$ cat src/mwap_pkg.sv
// Shared constants and register indexes for the window alarm panel.
// No dependencies; every other file of the block imports this package.
`timescale 1ns / 1ps
`default_nettype none

package mwap_pkg;

  // Channel count and sample width used by the datapath
  localparam int CHANNELS  = 8;
  localparam int SAMPLE_W  = 10;
  // Fixed field widths of the ports
  localparam int BTN_W     = 8;
  localparam int TICKS_W   = 16;
  localparam int WIN_W     = 10;
  localparam int CFG_IDX_W = 2;
  localparam int CFG_DATA_W = 16;

  // Configuration register indexes
  localparam logic [CFG_IDX_W-1:0] REG_PRESS_TICKS = 2'd0;
  localparam logic [CFG_IDX_W-1:0] REG_WINDOW_HIGH = 2'd1;
  localparam logic [CFG_IDX_W-1:0] REG_WINDOW_LOW  = 2'd2;
  localparam logic [CFG_IDX_W-1:0] REG_BLINK_TICKS = 2'd3;

  // Register values after reset
  localparam logic [TICKS_W-1:0] PRESS_TICKS_RST = 16'd25;
  localparam logic [WIN_W-1:0]   WINDOW_HIGH_RST = 10'd550;
  localparam logic [WIN_W-1:0]   WINDOW_LOW_RST  = 10'd497;
  localparam logic [TICKS_W-1:0] BLINK_TICKS_RST = 16'd2000;

endpackage

`default_nettype wire

$ cat src/mwap_if.sv
// Handshake interfaces for the tick words and the result words.
// Depends on mwap_pkg for field widths.
`timescale 1ns / 1ps
`default_nettype none

interface mwap_tick_if;
  import mwap_pkg::*;
  logic                valid;
  logic                ready;
  logic [BTN_W-1:0]    button_levels;
  logic [SAMPLE_W-1:0] sample_ch0;
  logic [SAMPLE_W-1:0] sample_ch1;
  logic [SAMPLE_W-1:0] sample_ch2;
  logic [SAMPLE_W-1:0] sample_ch3;
  logic [SAMPLE_W-1:0] sample_ch4;
  logic [SAMPLE_W-1:0] sample_ch5;
  logic [SAMPLE_W-1:0] sample_ch6;
  logic [SAMPLE_W-1:0] sample_ch7;

  modport source (output valid, button_levels, sample_ch0, sample_ch1, sample_ch2,
                  sample_ch3, sample_ch4, sample_ch5, sample_ch6, sample_ch7,
                  input ready);
  modport sink (input valid, button_levels, sample_ch0, sample_ch1, sample_ch2,
                sample_ch3, sample_ch4, sample_ch5, sample_ch6, sample_ch7,
                output ready);
endinterface

interface mwap_result_if;
  import mwap_pkg::*;
  logic             valid;
  logic             ready;
  logic [BTN_W-1:0] light_outputs;
  logic [BTN_W-1:0] status_outputs;
  logic [BTN_W-1:0] alarm_latches;
  logic             alarm_output;

  modport source (output valid, light_outputs, status_outputs, alarm_latches,
                  alarm_output, input ready);
  modport sink (input valid, light_outputs, status_outputs, alarm_latches,
                alarm_output, output ready);
endinterface

`default_nettype wire

$ cat src/mwap_press_qual.sv
// Per-channel button press qualifier: hold counters and lock flags.
// Depends on mwap_pkg; reports which buttons act on the current tick.
`timescale 1ns / 1ps
`default_nettype none

module mwap_press_qual (
  input  wire logic                            clk,
  input  wire logic                            rst,
  input  wire logic                            advance,
  input  wire logic [mwap_pkg::CHANNELS-1:0]   buttons,
  input  wire logic [mwap_pkg::TICKS_W-1:0]    press_ticks,
  output logic      [mwap_pkg::CHANNELS-1:0]   act
);
  import mwap_pkg::*;

  logic [TICKS_W-1:0]  press_count      [CHANNELS];
  logic [TICKS_W-1:0]  press_count_next [CHANNELS];
  logic [CHANNELS-1:0] press_lock;
  logic [CHANNELS-1:0] press_lock_next;

  // Count while held and unlocked, drop lock on release, fire on threshold match
  always_comb begin
    logic [TICKS_W-1:0] cnt;
    logic               lck;
    for (int i = 0; i < CHANNELS; i++) begin
      cnt = press_count[i];
      lck = press_lock[i];
      if (buttons[i]) begin
        if (!lck) begin
          cnt = cnt + 1'b1;
        end
      end else begin
        lck = 1'b0;
      end
      act[i] = (cnt == press_ticks);
      press_count_next[i] = act[i] ? '0 : cnt;
      press_lock_next[i]  = lck | act[i];
    end
  end

  // Hold state between accepted ticks
  always_ff @(posedge clk) begin
    if (rst) begin
      press_lock <= '0;
      for (int i = 0; i < CHANNELS; i++) begin
        press_count[i] <= '0;
      end
    end else if (advance) begin
      press_lock <= press_lock_next;
      for (int i = 0; i < CHANNELS; i++) begin
        press_count[i] <= press_count_next[i];
      end
    end
  end

endmodule

`default_nettype wire

$ cat src/multichannel_window_alarm_panel_unit.sv
// Top level of the multichannel window alarm panel.
// Depends on mwap_pkg, mwap_if (tick and result interfaces) and mwap_press_qual.
`timescale 1ns / 1ps
`default_nettype none

// One tick word is taken per clock cycle, sustained, and its result word
// appears in the output register on the next cycle; all channels are handled
// side by side, so the output register's handshake is the only thing that
// sets the rate: a tick is taken whenever the output register is empty or
// being drained in the same cycle. Configuration writes are registered and
// should only be issued while no tick is in flight. After reset the press
// threshold is 25 ticks, the window is 497..550 and the blink half period is
// 2000 ticks; no clearing pass is needed.
module multichannel_window_alarm_panel_unit (
  input  wire logic                              clk,
  input  wire logic                              rst,
  mwap_tick_if.sink                              tick,
  mwap_result_if.source                          result,
  input  wire logic                              cfg_we,
  input  wire logic [mwap_pkg::CFG_IDX_W-1:0]    cfg_index,
  input  wire logic [mwap_pkg::CFG_DATA_W-1:0]   cfg_data
);
  import mwap_pkg::*;

  // Configuration registers
  logic [TICKS_W-1:0] press_ticks;
  logic [WIN_W-1:0]   window_high;
  logic [WIN_W-1:0]   window_low;
  logic [TICKS_W-1:0] blink_ticks;

  // Panel state
  logic [CHANNELS-1:0] armed_mask, armed_mask_next;
  logic [CHANNELS-1:0] alarm_mask, alarm_mask_next;
  logic [CHANNELS-1:0] status_mask, status_mask_next;
  logic                alarm_line, alarm_line_next;
  logic                blink_phase, blink_phase_next;
  logic [TICKS_W-1:0]  low_phase_count, low_phase_count_next;
  logic [TICKS_W-1:0]  high_phase_count, high_phase_count_next;

  logic                accept;
  logic [CHANNELS-1:0] act;
  logic [SAMPLE_W-1:0] samples [BTN_W];

  // Take a tick whenever the output register is free or draining
  assign tick.ready = !result.valid || result.ready;
  assign accept     = tick.valid && tick.ready;

  assign samples[0] = tick.sample_ch0;
  assign samples[1] = tick.sample_ch1;
  assign samples[2] = tick.sample_ch2;
  assign samples[3] = tick.sample_ch3;
  assign samples[4] = tick.sample_ch4;
  assign samples[5] = tick.sample_ch5;
  assign samples[6] = tick.sample_ch6;
  assign samples[7] = tick.sample_ch7;

  // Load configuration registers
  always_ff @(posedge clk) begin
    if (rst) begin
      press_ticks <= PRESS_TICKS_RST;
      window_high <= WINDOW_HIGH_RST;
      window_low  <= WINDOW_LOW_RST;
      blink_ticks <= BLINK_TICKS_RST;
    end else if (cfg_we) begin
      unique case (cfg_index)
        REG_PRESS_TICKS: press_ticks <= cfg_data;
        REG_WINDOW_HIGH: window_high <= cfg_data[WIN_W-1:0];
        REG_WINDOW_LOW:  window_low  <= cfg_data[WIN_W-1:0];
        REG_BLINK_TICKS: blink_ticks <= cfg_data;
        default: ;
      endcase
    end
  end

  mwap_press_qual u_press_qual (
    .clk         (clk),
    .rst         (rst),
    .advance     (accept),
    .buttons     (tick.button_levels[CHANNELS-1:0]),
    .press_ticks (press_ticks),
    .act         (act)
  );

  // Apply button actions, window trips, blink and the sticky line
  always_comb begin
    logic [TICKS_W-1:0] low_c;
    logic [TICKS_W-1:0] high_c;
    logic               ph;
    armed_mask_next  = armed_mask;
    alarm_mask_next  = alarm_mask;
    status_mask_next = status_mask;
    alarm_line_next  = alarm_line;

    // Button 0 clears alarms, the rest toggle arming
    for (int i = 0; i < CHANNELS; i++) begin
      if (act[i]) begin
        if (i == 0) begin
          alarm_mask_next = '0;
          alarm_line_next = 1'b0;
        end else if (armed_mask_next[i]) begin
          armed_mask_next[i]  = 1'b0;
          status_mask_next[i] = 1'b0;
        end else begin
          armed_mask_next[i]  = 1'b1;
          status_mask_next[i] = 1'b1;
        end
      end
    end

    // Trip armed channels whose sample leaves the window
    for (int i = 0; i < CHANNELS; i++) begin
      if (armed_mask_next[i] &&
          ((samples[i] > window_high) || (samples[i] < window_low))) begin
        armed_mask_next[i] = 1'b0;
        alarm_mask_next[i] = 1'b1;
      end
    end

    // Advance the blink counters; a high-count match wins over a low-count one
    if (!blink_phase) begin
      low_c  = low_phase_count + 1'b1;
      high_c = '0;
    end else begin
      low_c  = '0;
      high_c = high_phase_count + 1'b1;
    end
    ph = blink_phase;
    if (low_c == blink_ticks) begin
      ph = 1'b1;
    end
    if (high_c == blink_ticks) begin
      ph = 1'b0;
    end
    low_phase_count_next  = low_c;
    high_phase_count_next = high_c;
    blink_phase_next      = ph;

    // Alarmed status lamps follow the blink phase
    if (ph) begin
      status_mask_next = status_mask_next | alarm_mask_next;
    end else begin
      status_mask_next = status_mask_next & ~alarm_mask_next;
    end

    if (alarm_mask_next != '0) begin
      alarm_line_next = 1'b1;
    end
  end

  // Advance state on each accepted tick
  always_ff @(posedge clk) begin
    if (rst) begin
      armed_mask       <= '0;
      alarm_mask       <= '0;
      status_mask      <= '0;
      alarm_line       <= 1'b0;
      blink_phase      <= 1'b0;
      low_phase_count  <= '0;
      high_phase_count <= '0;
    end else if (accept) begin
      armed_mask       <= armed_mask_next;
      alarm_mask       <= alarm_mask_next;
      status_mask      <= status_mask_next;
      alarm_line       <= alarm_line_next;
      blink_phase      <= blink_phase_next;
      low_phase_count  <= low_phase_count_next;
      high_phase_count <= high_phase_count_next;
    end
  end

  // Output register: load a word on accept, hold it while stalled
  always_ff @(posedge clk) begin
    if (rst) begin
      result.valid <= 1'b0;
    end else if (tick.ready) begin
      result.valid <= tick.valid;
    end
  end

  always_ff @(posedge clk) begin
    if (accept) begin
      result.light_outputs  <= BTN_W'(armed_mask_next);
      result.status_outputs <= BTN_W'(status_mask_next);
      result.alarm_latches  <= BTN_W'(alarm_mask_next);
      result.alarm_output   <= alarm_line_next;
    end
  end

`ifndef SYNTHESIS
  // Any latched alarm keeps the sticky line up
  a_line_follows_mask: assert property (@(posedge clk) disable iff (rst)
    (alarm_mask != '0) |-> alarm_line)
    else $error("alarm line low while an alarm is latched");

  // A shown word with latched alarms carries the sticky line
  a_out_line: assert property (@(posedge clk) disable iff (rst)
    (result.valid && (result.alarm_latches != '0)) |-> result.alarm_output)
    else $error("result word has latches but no alarm line");

  // An accepted tick produces a result word on the next cycle
  a_result_follows: assert property (@(posedge clk) disable iff (rst)
    accept |=> result.valid)
    else $error("accepted tick produced no result word");
`endif

endmodule

`default_nettype wire

$ cat src/flat_wrapper.sv
// flat-port wrapper written by rule: the top's interface ports become plain ports
module multichannel_window_alarm_panel_unit_flat import mwap_pkg::*;
  (clk, rst, cfg_we, cfg_index, cfg_data, tick_valid, tick_button_levels, tick_sample_ch0, tick_sample_ch1, tick_sample_ch2, tick_sample_ch3, tick_sample_ch4, tick_sample_ch5, tick_sample_ch6, tick_sample_ch7, tick_ready, result_valid, result_light_outputs, result_status_outputs, result_alarm_latches, result_alarm_output, result_ready);
  mwap_tick_if tick_i ();
  mwap_result_if result_i ();
  input  wire logic clk;
  input  wire logic rst;
  input  wire logic cfg_we;
  input  wire logic [mwap_pkg::CFG_IDX_W-1:0] cfg_index;
  input  wire logic [mwap_pkg::CFG_DATA_W-1:0] cfg_data;
  input wire logic [$bits(tick_i.valid)-1:0] tick_valid;
  input wire logic [$bits(tick_i.button_levels)-1:0] tick_button_levels;
  input wire logic [$bits(tick_i.sample_ch0)-1:0] tick_sample_ch0;
  input wire logic [$bits(tick_i.sample_ch1)-1:0] tick_sample_ch1;
  input wire logic [$bits(tick_i.sample_ch2)-1:0] tick_sample_ch2;
  input wire logic [$bits(tick_i.sample_ch3)-1:0] tick_sample_ch3;
  input wire logic [$bits(tick_i.sample_ch4)-1:0] tick_sample_ch4;
  input wire logic [$bits(tick_i.sample_ch5)-1:0] tick_sample_ch5;
  input wire logic [$bits(tick_i.sample_ch6)-1:0] tick_sample_ch6;
  input wire logic [$bits(tick_i.sample_ch7)-1:0] tick_sample_ch7;
  output wire logic [$bits(tick_i.ready)-1:0] tick_ready;
  output wire logic [$bits(result_i.valid)-1:0] result_valid;
  output wire logic [$bits(result_i.light_outputs)-1:0] result_light_outputs;
  output wire logic [$bits(result_i.status_outputs)-1:0] result_status_outputs;
  output wire logic [$bits(result_i.alarm_latches)-1:0] result_alarm_latches;
  output wire logic [$bits(result_i.alarm_output)-1:0] result_alarm_output;
  input wire logic [$bits(result_i.ready)-1:0] result_ready;
  assign tick_i.valid = tick_valid;
  assign tick_i.button_levels = tick_button_levels;
  assign tick_i.sample_ch0 = tick_sample_ch0;
  assign tick_i.sample_ch1 = tick_sample_ch1;
  assign tick_i.sample_ch2 = tick_sample_ch2;
  assign tick_i.sample_ch3 = tick_sample_ch3;
  assign tick_i.sample_ch4 = tick_sample_ch4;
  assign tick_i.sample_ch5 = tick_sample_ch5;
  assign tick_i.sample_ch6 = tick_sample_ch6;
  assign tick_i.sample_ch7 = tick_sample_ch7;
  assign tick_ready = tick_i.ready;
  assign result_valid = result_i.valid;
  assign result_light_outputs = result_i.light_outputs;
  assign result_status_outputs = result_i.status_outputs;
  assign result_alarm_latches = result_i.alarm_latches;
  assign result_alarm_output = result_i.alarm_output;
  assign result_i.ready = result_ready;
  multichannel_window_alarm_panel_unit u_core (.clk(clk), .rst(rst), .tick(tick_i), .result(result_i), .cfg_we(cfg_we), .cfg_index(cfg_index), .cfg_data(cfg_data));
endmodule
$ cat config.mk
export PLATFORM = sky130hd
export DESIGN_NAME = multichannel_window_alarm_panel_unit_flat
export DESIGN_NICKNAME = d
export VERILOG_FILES = /design/src/mwap_pkg.sv /design/src/mwap_if.sv /design/src/mwap_press_qual.sv /design/src/multichannel_window_alarm_panel_unit.sv /design/src/flat_wrapper.sv
export SDC_FILE = /design/constraint.sdc
export NUM_CORES = 1
export LEC_CHECK = 0
export BUFFER_PORTS_ARGS = -buffer_cell sky130_fd_sc_hd__buf_2
export CAP_MARGIN = 25
export CORE_UTILIZATION = 55
export DETAILED_ROUTE_END_ITERATION = 10
export PLACE_DENSITY = 0.73
export RECOVER_POWER = 50
export SLEW_MARGIN = 20
export SYNTH_ARGS = -nofsm -noshare
export SYNTH_HDL_FRONTEND = slang
export SYNTH_SLANG_ARGS = --single-unit
$ cat constraint.sdc
create_clock -name clk -period 5.15 [get_ports clk]
set_input_delay 1.03 -clock clk [delete_from_list [all_inputs] [get_ports clk]]
set_output_delay 1.03 -clock clk [all_outputs]
set_load 0.01 [all_outputs]
### After elaboration in Yosys (flattened, before gate mapping)

Memories as Yosys holds them, arrays and structs flattened.
Cells that the tools add are included.

* RAM bits: 128
* memories: 1
* output and inout port bits: 27
* input bits: 111
* register bits: 144

Memories
* u_core.u_press_qual.press_count: words 8, bits a word 16, rd ports 8, clocked after memory_dff 0, write ports 8, line mwap_press_qual.sv:16 `logic [TICKS_W-1:0] press_count [CHANNELS];`

* magnitude comparators: 16
* mux-type cells: 90
* add/subtract/negate cells: 10
* reduce and logical (&&, ||, !) cells: 25
* equality and inequality tests: 13
* bitwise gates (word level): 19

Operators with widths (count)
* $mux W16: 34
* $add A16 B1 Y16 const B: 10
* $eq A16 B16 Y1: 10
* $gt A10 B10 Y1: 8
* $lt A10 B10 Y1: 8
* $mux W1: 54
* $mux W8: 2
* $or A1 B1 Y1: 16
* $logic_and A1 B1 Y1: 9
* $logic_or A1 B1 Y1: 9
* $and A8 B8 Y8: 1
* $not A8 Y8: 1
* $or A8 B8 Y8: 1
* $reduce_and A2 Y1: 4
* $reduce_bool A8 Y1: 1
* $eq A2 B2 Y1 const B: 2
* $eq A2 B1 Y1 const B: 1
* $logic_not A2 Y1: 1
* $logic_not A1 Y1: 1

### Logic depth before layout (Yosys ltp)

Gate-level depths: netlist of run 1.

* depth in word-level cells: 10
* mapped depth: 13
* gate-level depth less buffers: 12

### Modules after synthesis

Synthesis of run 1 repeated with hierarchy kept, for this count alone.

* cell total of the unflattened synthesis: 2476
* area total of the unflattened synthesis: 21730.8 µm²

Modules (own cells, without submodules)
* mwap_press_qual: cells an instance 1225, sequential area each 4003.8 µm², times used 1, area an instance 11380.9 µm²
* multichannel_window_alarm_panel_unit: cells an instance 1251, sequential area each 2972.9 µm², times used 1, area an instance 10349.9 µm²

### Least setup slack after synthesis of run 1

No wires, ideal clock.

* path kind: input to register
* start point: in result_ready
* end point: mem u_core.u_press_qual.press_count[0][0], enable pin
* stages: 5
* data required time: 4.669 ns
* setup time: 0.481 ns
* slack: 0.639 ns
* path buffers: 0
* arrival: 4.030 ns
* cells stage by stage: nand2b_1 -> nand2_1 -> inv_1 -> nor2_1 -> inv_1

RTL lines
* from (decl): line flat_wrapper.sv:27 `input wire logic [$bits(result_i.ready)-1:0] result_ready;`
* to (decl): line mwap_press_qual.sv:16

==> results of run 1 <==
-- synthesized netlist by cell type (19+ instances only) --
library cell	number
a21o_1	23
a21oi_1	168
a31oi_1	19
and3_1	31
clkbuf_1	111
dfxtp_1	119
edfxtp_1	153
ha_1	162
inv_1	79
mux2i_1	27
nand2_1	230
nand2b_1	36
nand3_1	76
nand3b_1	24
nand4_1	74
nor2_1	255
nor2b_1	43
nor3_1	72
nor4_1	36
o21a_1	23
o21ai_0	87
xnor2_1	157
xor2_1	80
-- final cells by class --
| class | count | share of cell area, % |
|---|---|---|
| flip-flops and latches | 272 | 30.4 |
| inverters | 81 | 1.34 |
| diodes | 3 | 0.0328 |
| clock inverters | 12 | 0.584 |
| clock buffers | 50 | 4.29 |
| multi-input cells | 1925 | 56.7 |
| well taps | 504 | 2.75 |
| repair buffers | 168 | 3.82 |
-- per-stage QoR --
step	instance area (sq um)	hold WS (ns)	setup slack [ns]	instances	util, %
after global placement	21800	0.442	0.712	2950	59.1
after CTS	22900	0.455	1.16	3012	62.1
final	22900	0.455	0.565	3015	62.0
after floorplan	20800	0.434	0.639	2416	-
after global routing	22900	0.488	0.351	3012	62.0
after detailed placement	21800	0.447	0.624	2950	59.1
-- registers in the layout, summed over array words and instances (netlist names) --
name                             cells
u_core.window_high                  10
u_core.blink_phase                   1
u_core.alarm_line                    1
u_core.result.valid                  1
u_core.status_mask                   8
u_core.alarm_mask                    8
u_core.result.alarm_output           1
u_core.low_phase_count              16
u_core.blink_ticks                  16
u_core.result.alarm_latches          8
u_core.u_press_qual.press_lock       8
u_core.result.status_outputs         8
u_core.high_phase_count             16
u_core.u_press_qual.press_count    128
u_core.window_low                   10
u_core.result.light_outputs          8
u_core.armed_mask                    8
u_core.press_ticks                  16
-- cell families after synthesis --
group | share of synthesized area (%)
compound gates | 15.6
xor+xnor | 11.2
fa+ha+maj | 9.74
buf+inv | 4.07
flops | 33.5
mux | 1.57
simple gates | 24.3
-- path summary, 6_finish.rpt --
check / from / endpoint / slack (ns) / cells after the start
worst max-delay path: rst / u_core.u_press_qual.press_count[0][112]$_SDFFCE_PP0P_ / 0.56 / 4
worst min register to register: u_core.window_low[1]$_SDFFE_PP0P_ / u_core.window_low[1]$_SDFFE_PP0P_ / 0.46 / 2
worst min-delay path: u_core.window_low[1]$_SDFFE_PP0P_ / u_core.window_low[1]$_SDFFE_PP0P_ / 0.46 / 2
worst max register to register: u_core.result.valid$_SDFFE_PP0N_ / u_core.low_phase_count[9]$_SDFFE_PP0P_ / 1.02 / 6
-- power by group --
part	internal [W]	total, W	switching (W)
Combinational	0.000413	0.000965	0.000553
Sequential	0.00243	0.00262	0.000188
Clock	0.00143	0.00240	0.000971
Total	0.00427	0.00599	0.00171
-- metal layers --
metal / track usage, % / vias up
li1: - / 8962
met1: 43.6 / 8987
met2: 50.0 / 840
met3: 5.25 / 146
met4: 11.6 / 0
met5: 0 / -
-- critical path, delay by kind of cell --
kind	cells	cell delay [ns]
AND/OR/NAND/NOR	1	0.65
buffers and inverters	3	3.02
-- cells in the final DEF (no fill, tap or decap), drive strengths merged, types with 27 or more instances in the layout --
cell / instances
nor2: 256
nand2: 230
a21oi: 168
ha: 162
xnor2: 157
edfxtp: 153
buf: 137
dfxtp: 119
o21ai: 94
inv: 83
xor2: 81
clkbuf: 81
nand3: 78
nor3: 75
nand4: 74
nor2b: 43
nor4: 39
nand2b: 36
and3: 31
mux2i: 27
==> metrics.md, run 1 <==
| Metric | Value |
|---|---|
| Status | `complete, but fails checks` |
| Failing checks | `max-capacitance violations, max-slew violations` |
| Final min period | `~4.6 ns` |
| CTS max path bufs | `3` |
| Hold_buf cts | `0` |
| Final hold vios | `0` |
| #FFs+latches synth | `approximately 270` |
| Die area | `38600 sq um` |
| Max Cap Violations | `3` |
| Clock latency on the worst-skew pair | `roughly 0.56 ns` |
| Clock tree from TritonCTS | `built` |
| RSZ-0062 raised after global routing | `false` |
| Max VDD drop | `roughly 0.27 mV` |
| Yosys top cell area share | `between 20% and 30%` |
| Dominant cell type by area after synthesis | `edfxtp_1` |
| FILL cells | `approximately 3200` |
| Crit Path Class | `primary input to flop` |
| First-pass GRT wire length | `around 96000 um` |
| Initial antenna violation count | `0` |
| DR DRC count | `0` |
| YS warnings | `0` |
| DRT Pass-1 Iters | `5` |
| Clk root buf | `clkbuf_16` |
| CTS Buf Count | `34` |
| Die width | `between 150 and 200 um` |
| Synth Net Count | `~2700` |
| Crit end category | `flop` |
| Layout cells sized above 1 | `under 10%` |
| Core Footprint | `37000 sq um` |
| Tightest Pin Transition | `roughly 3.4 ns` |
| Met1 Wirelength | `between 20000 and 30000 um` |
| CP cell instances | `clkbuf_1 -> nor2_1 -> inv_4 -> clkbuf_2` |
| Slowest CP cell | `clkbuf_1` |
| DR WL met2 | `27900 um` |
| Final setup vio count | `0` |
| Metal3 WL | `about 5300 um` |
| Synth area leaders | `edfxtp_1, dfxtp_1, ha_1` |
| Worst-path maximum fanout | `57` |
| Slew Limit Headroom | `-125%` |
| FMAX | `about 220 MHz` |
| Post-synth EDFFs | `153` |
| FFs w/ async S/R, synth | `0%` |
| Area of the multi-input gates | `around 13000 sq um` |
| Max Used Layer | `met4` |
| Synthesized instance count | `roughly 2400` |
| Max H-tree Level | `2` |
| Final wirelength | `62100 um` |
| Skew final | `0.0282 ns` |
| Most used DFF post-synth | `edfxtp_1` |
| Register area share after synthesis | `approximately 34%` |
| Overflow after GRT | `0` |
| IO Pins | `138` |
| Routability Congestion | `0.972` |
| Seq. cell area | `6980 sq um` |
| Final max-slew violation count | `~180` |
| Post-CTS setup buffer count | `0` |
| Synthesized area | `about 21000 sq um` |
| Total chip power | `0.00599 W` |
| DR iter-0 viols | `~1500` |
| Area delta synth->final | `10.1%` |
| CP arrival | `4.74 ns` |
| Pleak | `between 8 and 9 nW` |
| DR vias | `~19000` |
| Die Ht | `197 um` |
| Mean routed wirelength per cell | `approximately 20 um` |
| Sink Count | `roughly 270` |
| Total number of placement rows | `70` |
| CP startpoint kind | `primary input` |
| Vias in the first global route | `around 18000` |
| Via density | `approximately 6.3` |
| Final Net Count | `2755` |
| CTS resizes | `0` |
| Routed Antenna Nets | `0` |
| Port bufs | `between 100 and 150` |
| Largest net degree at the start of global routing | `78` |
| Worst EP required | `around 5.3 ns` |
| Unique cell type count in the Yosys netlist | `89` |
| Synth Area per Inst | `between 8 and 9 sq um` |
| Final cycle utilization of the critical path | `between 80% and 90%` |
| All-Layer GR Usage | `a little under a third` |
| Power density over the cells | `approximately 260 nW/um^2` |
| Setup tns final | `0 ns` |
| Min-delay worst type | `flop to flop` |
| CP max stage delay | `between 1 and 1.5 ns` |
| Initial Util | `~56%` |
| DPL Wire Length | `44400 um` |
| Reg clk slew, reported paths | `about 0.060 ns` |
(Power assumes the default switching activity.)
==> run 2, diff against run 1 <==
--- a/config.mk
+++ b/config.mk
@@ -7,6 +7,7 @@
 export LEC_CHECK = 0
 export BUFFER_PORTS_ARGS = -buffer_cell sky130_fd_sc_hd__buf_2
 export CAP_MARGIN = 25
+export CORE_MARGIN = 1.5
 export CORE_UTILIZATION = 55
 export DETAILED_ROUTE_END_ITERATION = 10
 export PLACE_DENSITY = 0.73
==> constraint.sdc (replaced) <==
create_clock -name clk -period 5.1 [get_ports clk]
set_input_delay 1.02 -clock clk [delete_from_list [all_inputs] [get_ports clk]]
set_output_delay 1.02 -clock clk [all_outputs]
set_load 0.01 [all_outputs]
==> run 2 against run 1 <==
The run still ends with max-capacitance violations, max-slew violations left. Via count down 0.64%. Die area up 1.0%. Clock-buffer cell count down 13. Hold slack worse by 0.0016 ns. Critical path depth unchanged. Sequential power about the same. Non-clock buffer count unchanged. Critical path type unchanged. Largest cell class unchanged. Largest power group unchanged.
==> metrics.md, run 2 (same netlist as run 1, synthesis figures left out) <==
| Metric | Value |
|---|---|
| Cell family with most CP delay | `buffers and inverters` |
| CTS Buf Count | `31` |
| Die Ht | `roughly 200 um` |
| RSZ-0062 raised after global routing | `false` |
| Hold Path Sink | `u_core.window_high[3]$_SDFFE_PP0P_` |
| WHS Path Cells | `2` |
| Final max-slew violation count | `~140` |
| Worst Hold Launch | `u_core.window_high[3]$_SDFFE_PP0P_` |
| Overflow after GRT | `0` |
| Via density | `6.23` |
| Mean routed wirelength per cell | `around 20 um` |
| Max Cap Violations | `2` |
| Final cycle utilization of the critical path | `around nine tenths` |
| Layout Cells excl Fill | `between 3000 and 4000` |
| Sequential share of power | `around 45%` |
| Worst EP required | `5.32 ns` |
| Total number of placement rows | `between 70 and 80` |
| Port bufs | `around 140` |
| Pleak | `8.63 nW` |
| CTS max path bufs | `3` |
| Area of the multi-input gates | `about 13000 sq um` |
| Post-CTS setup buffer count | `0` |
| DR DRC count | `0` |
| Setup tns final | `0 ns` |
| Crit Path Class | `primary input to flop` |
| R2R setup slack | `0.85 ns` |
| Largest net degree at the start of global routing | `98` |
| Status | `complete, but fails checks` |
| DRT Pass-1 Iters | `7` |
| Logic pwr share | `between 15 and 20%` |
| DR vias | `around 19000` |
| Final core occ | `roughly 60%` |
| CP startpoint kind | `primary input` |
| Internal | `approximately 0.0042 W` |
| Skew final | `between 0.02 and 0.025 ns` |
| Initial Util | `a little under three fifths` |
| CP arrival | `4.79 ns` |
| Max H-tree Level | `1` |
| Hold_buf cts | `0` |
| IO Pins | `around 140` |
| Clk root buf | `clkbuf_16` |
| R2r startpoint | `u_core.result.valid$_SDFFE_PP0N_` |
| Max VDD drop | `~0.25 mV` |
| Placed insts | `2957` |
| Largest register FFs | `roughly 130` |
| Post-route cell area | `roughly 23000 sq um` |
| CP cell instances | `clkbuf_1 -> nor2_1 -> clkinvlp_2 -> buf_6` |
| Slew Limit Headroom | `-33.9%` |
| Core Footprint | `37500 sq um` |
| Slowest CP cell | `clkinvlp_2` |
| Clock tree from TritonCTS | `built` |
| CP max stage delay | `between 1.5 and 2 ns` |
| DPL Wire Length | `~44000 um` |
| DR iter-0 viols | `~1600` |
| Seq. cell area | `around 7000 sq um` |
| Initial antenna violation count | `2` |
| FMAX | `around 220 MHz` |
| Commonest non-fill, non-tap cell in the layout | `nor2_1` |
| Worst-path maximum fanout | `93` |
| Placed inst area | `roughly 22000 sq um` |
| Routed Antenna Nets | `0` |
| Routability Congestion | `roughly 0.9` |
| Sw Ratio | `29.2%` |
| NetSw | `approximately 0.0017 W` |
| Final setup vio count | `0` |
| Final hold slack | `~0.45 ns` |
| Final hold vios | `0` |
| Layout cells sized above 1 | `9.23%` |
| All-Layer GR Usage | `31.2%` |
| Register with the most flip-flops | `u_core.u_press_qual.press_count` |
| CTS resizes | `0` |
| Reg clk slew, reported paths | `0.06 ns` |
| First-pass GRT wire length | `around 96000 um` |
| Clock latency on the worst-skew pair | `~0.6 ns` |
| Vias in the first global route | `17700` |
| Tightest Pin Transition | `2.01 ns` |
| Final min period | `between 4 and 5 ns` |
| Clock Power Share | `about two fifths` |
| Area delta synth->final | `9.91%` |
| Most frequent cells in the layout | `nor2_1, nand2_1, a21oi_1` |
| Crit end category | `flop` |
| Reg2reg end | `u_core.u_press_qual.press_count[0][59]$_SDFFCE_PP0P_` |
| Die area | `approximately 40000 sq um` |
| Final wirelength | `roughly 61000 um` |
| Sink Count | `272` |
| Final Net Count | `~2800` |
| Min-delay worst type | `flop to flop` |
| Die width | `198 um` |
| FILL cells | `approximately 3400` |
| CP Buf/Inv Count | `3` |
| Reg2Reg Depth | `6` |
| Failing checks | `max-capacitance violations, max-slew violations` |
| Power density over the cells | `259 nW/um^2` |
-- run 2: cell count changes in the layout (fill, tap and decap cells not counted), moves of 2 or more --
cell,previous run,this run
clkinv_4,0,2
clkbuf_1,39,30
clkbuf_16,35,33
clkbuf_8,5,2
inv_4,1,5
clkinvlp_4,1,3
-- run 2: final cells by class --
cell class,instances,area share (%)
Tap cell,511,2.79
Inverter,81,1.33
Multi-Input combinational cell,1925,56.8
Clock buffer,37,3.76
Antenna cell,3,0.0328
Clock inverter,21,0.875
Timing Repair Buffer,168,3.87
Sequential cell,272,30.5
-- run 2: metal layers --
layer / vias to the layer above / part of all wire [%] / GRT usage [%]
li1: 8992 / - / -
met5: - / 0 / 0
met2: 753 / 44 / 49.2
met1: 8924 / 44 / 43.4
met4: 0 / 3.5 / 11.3
met3: 145 / 8.3 / 4.81
-- run 2: worst max path at each step --
stage          cells past startpoint                                            startpoint                                                    end  slack, ns
6_report                           4                                                   rst   u_core.u_press_qual.press_count[0][59]$_SDFFCE_PP0P_       0.53
5_1_grt                            4                                                   rst  u_core.u_press_qual.press_count[0][119]$_SDFFCE_PP0P_       0.33
4_1_cts                           10  u_core.u_press_qual.press_count[0][19]$_SDFFCE_PP0P_                   u_core.result.alarm_output$_DFFE_PP_       1.03
3_5_place_dp                      11                                 tick_button_levels[0]                   u_core.result.alarm_output$_DFFE_PP_       0.56
3_3_place_gp                      11                                 tick_button_levels[0]                   u_core.result.alarm_output$_DFFE_PP_       0.65
2_1_floorplan                      5                                          result_ready    u_core.u_press_qual.press_count[0][0]$_SDFFCE_PP0P_       0.60
-- run 2: tightest hold or removal path, delay by kind of cell, from the launching register on --
kind            cells  cell delay (ns)
flops               1             0.31
simple gates        1             0.05
compound gates      1             0.05
-- run 2: through the flow --
step,worst slack (ns),total power [W]
finish,0.530,0.00592
global route,0.334,0.00616
CTS,1.03,0.00594
detailed placement,0.562,0.00363
global placement,0.651,0.00360
floorplan,0.599,0.00331
-- run 2: power by group through the flow --
| stage | sequential, W | clock (W) | combinational (W) |
|---|---|---|---|
| CTS | 0.00263 | 0.00235 | 0.000966 |
| global placement | 0.00267 | 0 | 0.000934 |
| global route | 0.00265 | 0.00243 | 0.00108 |
| floorplan | 0.00259 | 0 | 0.000726 |
| detailed placement | 0.00267 | 0 | 0.000961 |
| finish | 0.00264 | 0.00231 | 0.000970 |
==> run 3, diff against run 2 <==
--- a/config.mk
+++ b/config.mk
@@ -5,12 +5,12 @@
 export SDC_FILE = /design/constraint.sdc
 export NUM_CORES = 1
 export LEC_CHECK = 0
-export BUFFER_PORTS_ARGS = -buffer_cell sky130_fd_sc_hd__buf_2
 export CAP_MARGIN = 25
 export CORE_MARGIN = 1.5
 export CORE_UTILIZATION = 55
 export DETAILED_ROUTE_END_ITERATION = 10
-export PLACE_DENSITY = 0.73
+export DONT_BUFFER_PORTS = 1
+export PLACE_DENSITY = 0.7
 export RECOVER_POWER = 50
 export SLEW_MARGIN = 20
 export SYNTH_ARGS = -nofsm -noshare
==> run 3 against run 2 <==
The flow still finishes with violations (max-capacitance violations, max-slew violations). Non-clock buffer count fell by 140. Cell count shrank 4.6%. Hold slack gained 0.0051 ns. Via count is 3.1% lower. Die area stayed put. First-iteration DRC count grew 2.7%. Power is 2.0% higher. Routed wire length fell by 1.3%. Clock-buffer cell count is 2 higher. Maximum frequency up 4.9%. Sequential share of layout area grew 0.81 points. Utilization decreased by 1.6 points.
==> metrics.md, run 3 (same netlist as run 1, synthesis figures left out) <==
| Metric | Value |
|---|---|
| Final setup vio count | `0` |
| Hold Path Sink | `u_core.window_low[3]$_SDFFE_PP0P_` |
| Final min period | `approximately 4.4 ns` |
| RSZ-0062 raised after global routing | `false` |
| Most frequent cells in the layout | `nor2_1, nand2_1, a21oi_1` |
| All-Layer GR Usage | `a little under a third` |
| Max VDD drop | `about 0.19 mV` |
| Crit Path Class | `primary input to flop` |
| DRT Pass-1 Iters | `5` |
| Worst Hold Launch | `u_core.window_low[3]$_SDFFE_PP0P_` |
| Worst-path maximum fanout | `58` |
| Overflow after GRT | `0` |
| Max Cap Violations | `1` |
| CP startpoint kind | `primary input` |
| Initial Util | `a little under three fifths` |
| Final wirelength | `60500 um` |
| Area of the multi-input gates | `13000 sq um` |
| Sink Count | `roughly 270` |
| Skew final | `0.0309 ns` |
| Routed Antenna Nets | `0` |
| DPL Wire Length | `42600 um` |
| Die area | `~39000 sq um` |
| Worst EP required | `around 5.3 ns` |
| Commonest non-fill, non-tap cell in the layout | `nor2_1` |
| Slew Limit Headroom | `-55.3%` |
| Via density | `approximately 6.3` |
| Final cycle utilization of the critical path | `a little under nine tenths` |
| Crit. Startpoint | `result_ready` |
| Final max-slew violation count | `between 50 and 60` |
| DR vias | `approximately 18000` |
| Tightest Pin Transition | `2.33 ns` |
| Status | `complete, but fails checks` |
| WHS Path Cells | `2` |
| Setup tns final | `0 ns` |
| Register with the most flip-flops | `u_core.u_press_qual.press_count` |
| Failing checks | `max-capacitance violations, max-slew violations` |
| Final hold vios | `0` |
| Port bufs | `0` |
| R2R setup slack | `between 0.8 and 0.9 ns` |
| Die Ht | `~200 um` |
| Reg2reg end | `u_core.u_press_qual.press_count[0][68]$_SDFFCE_PP0P_` |
| Mean routed wirelength per cell | `between 20 and 25 um` |
| Antenna cell count | `0` |
| Hold_buf cts | `0` |
| Clock latency on the worst-skew pair | `~0.56 ns` |
| Final Net Count | `2615` |
| FMAX | `229 MHz` |
| CP cell instances | `nand2b_1 -> nand2_2 -> inv_1 -> nor2_1 -> inv_1 -> clkbuf_2` |
| Routability Congestion | `approximately 0.9` |
| Clk root buf | `clkbuf_16` |
| IO Pins | `~140` |
| CTS Buf Count | `34` |
| Die width | `about 200 um` |
| Clock tree from TritonCTS | `built` |
| Reg clk slew, reported paths | `0.06 ns` |
| Slowest CP cell | `inv_1` |
| CP most frequent cell | `inv_1` |
| Reg2Reg Depth | `6` |
| R2r startpoint | `u_core.result.valid$_SDFFE_PP0N_` |
| CP arrival | `about 4.5 ns` |
| Seq. cell area | `between 6000 and 7000 sq um` |
| CTS max path bufs | `3` |
| Placed inst area | `approximately 21000 sq um` |
| Pleak | `about 8.2 nW` |
| Final hold slack | `0.459 ns` |
| Max H-tree Level | `2` |
| Core Footprint | `37500 sq um` |
| Total number of placement rows | `71` |
| FILL cells | `approximately 3400` |
| CTS resizes | `0` |
| Largest register FFs | `around 130` |
| Power density over the cells | `about 270 nW/um^2` |
| Post-CTS setup buffer count | `0` |
| Initial antenna violation count | `0` |
| Post-route cell area | `approximately 22000 sq um` |
| Crit end category | `flop` |
| Min-delay worst type | `flop to flop` |
| DR iter-0 viols | `roughly 1600` |
| Vias in the first global route | `between 15000 and 20000` |
| DR DRC count | `0` |
| Layout cells sized above 1 | `under 10%` |
| Area delta synth->final | `7.07%` |
| Total chip power | `slightly above 0.006 W` |
| First-pass GRT wire length | `about 95000 um` |
| Largest net degree at the start of global routing | `117` |
| CP max stage delay | `between 1.5 and 2 ns` |
## run 3: report_power, final
| part | internal (W) | leakage [nW] | switching (W) |
|---|---|---|---|
| Combinational | 0.000379 | 5.01 | 0.000478 |
| Clock | 0.00151 | 0.572 | 0.00102 |
| Sequential | 0.00245 | 2.62 | 0.000196 |
| Total | 0.00435 | 8.20 | 0.00169 |
## run 3: metal layers
metal / GRT usage (%) / share of wire [%] / wire length [um]
met1: 42.8 / 44 / 26600
met2: 48.3 / 44 / 26800
met3: 5.81 / 8.3 / 5000
met4: 12.3 / 3.5 / 2140
met5: 0 / 0 / 0
## run 3: worst max-delay path by stage
stage,endpoint,depth (start not counted)
after floorplan,u_core.u_press_qual.press_count[0][0]$_SDFFCE_PP0P_,5
after global placement,u_core.result.alarm_output$_DFFE_PP_,10
after detailed placement,u_core.result.alarm_output$_DFFE_PP_,10
after CTS,u_core.result.alarm_output$_DFFE_PP_,10
after global routing,u_core.u_press_qual.press_count[0][114]$_SDFFCE_PP0P_,6
final,u_core.u_press_qual.press_count[0][68]$_SDFFCE_PP0P_,6
## run 3: metrics by stage
step / cells / utilization (%) / worst slack [ns]
2_1_floorplan: 2416 / - / 0.599
3_3_place_gp: 2816 / 56.4 / 0.842
3_5_place_dp: 2816 / 56.4 / 0.737
4_1_cts: 2878 / 59.5 / 1.02
5_1_grt: 2879 / 59.4 / 0.366
6_report: 2879 / 59.4 / 0.742
## run 3: cell type report
class / instances / area share [%]
Tap cell: 511 / 2.87
Multi-Input combinational cell: 1925 / 58.3
Inverter: 81 / 1.36
Timing Repair Buffer: 28 / 0.915
Clock inverter: 23 / 1.11
Clock buffer: 39 / 4.13
Sequential cell: 272 / 31.3
## run 3: worst max-delay path, delay by kind of cell
kind / cells / cell delay, ns
buffers and inverters: 3 / 2.94
AND/OR/NAND/NOR: 3 / 0.47
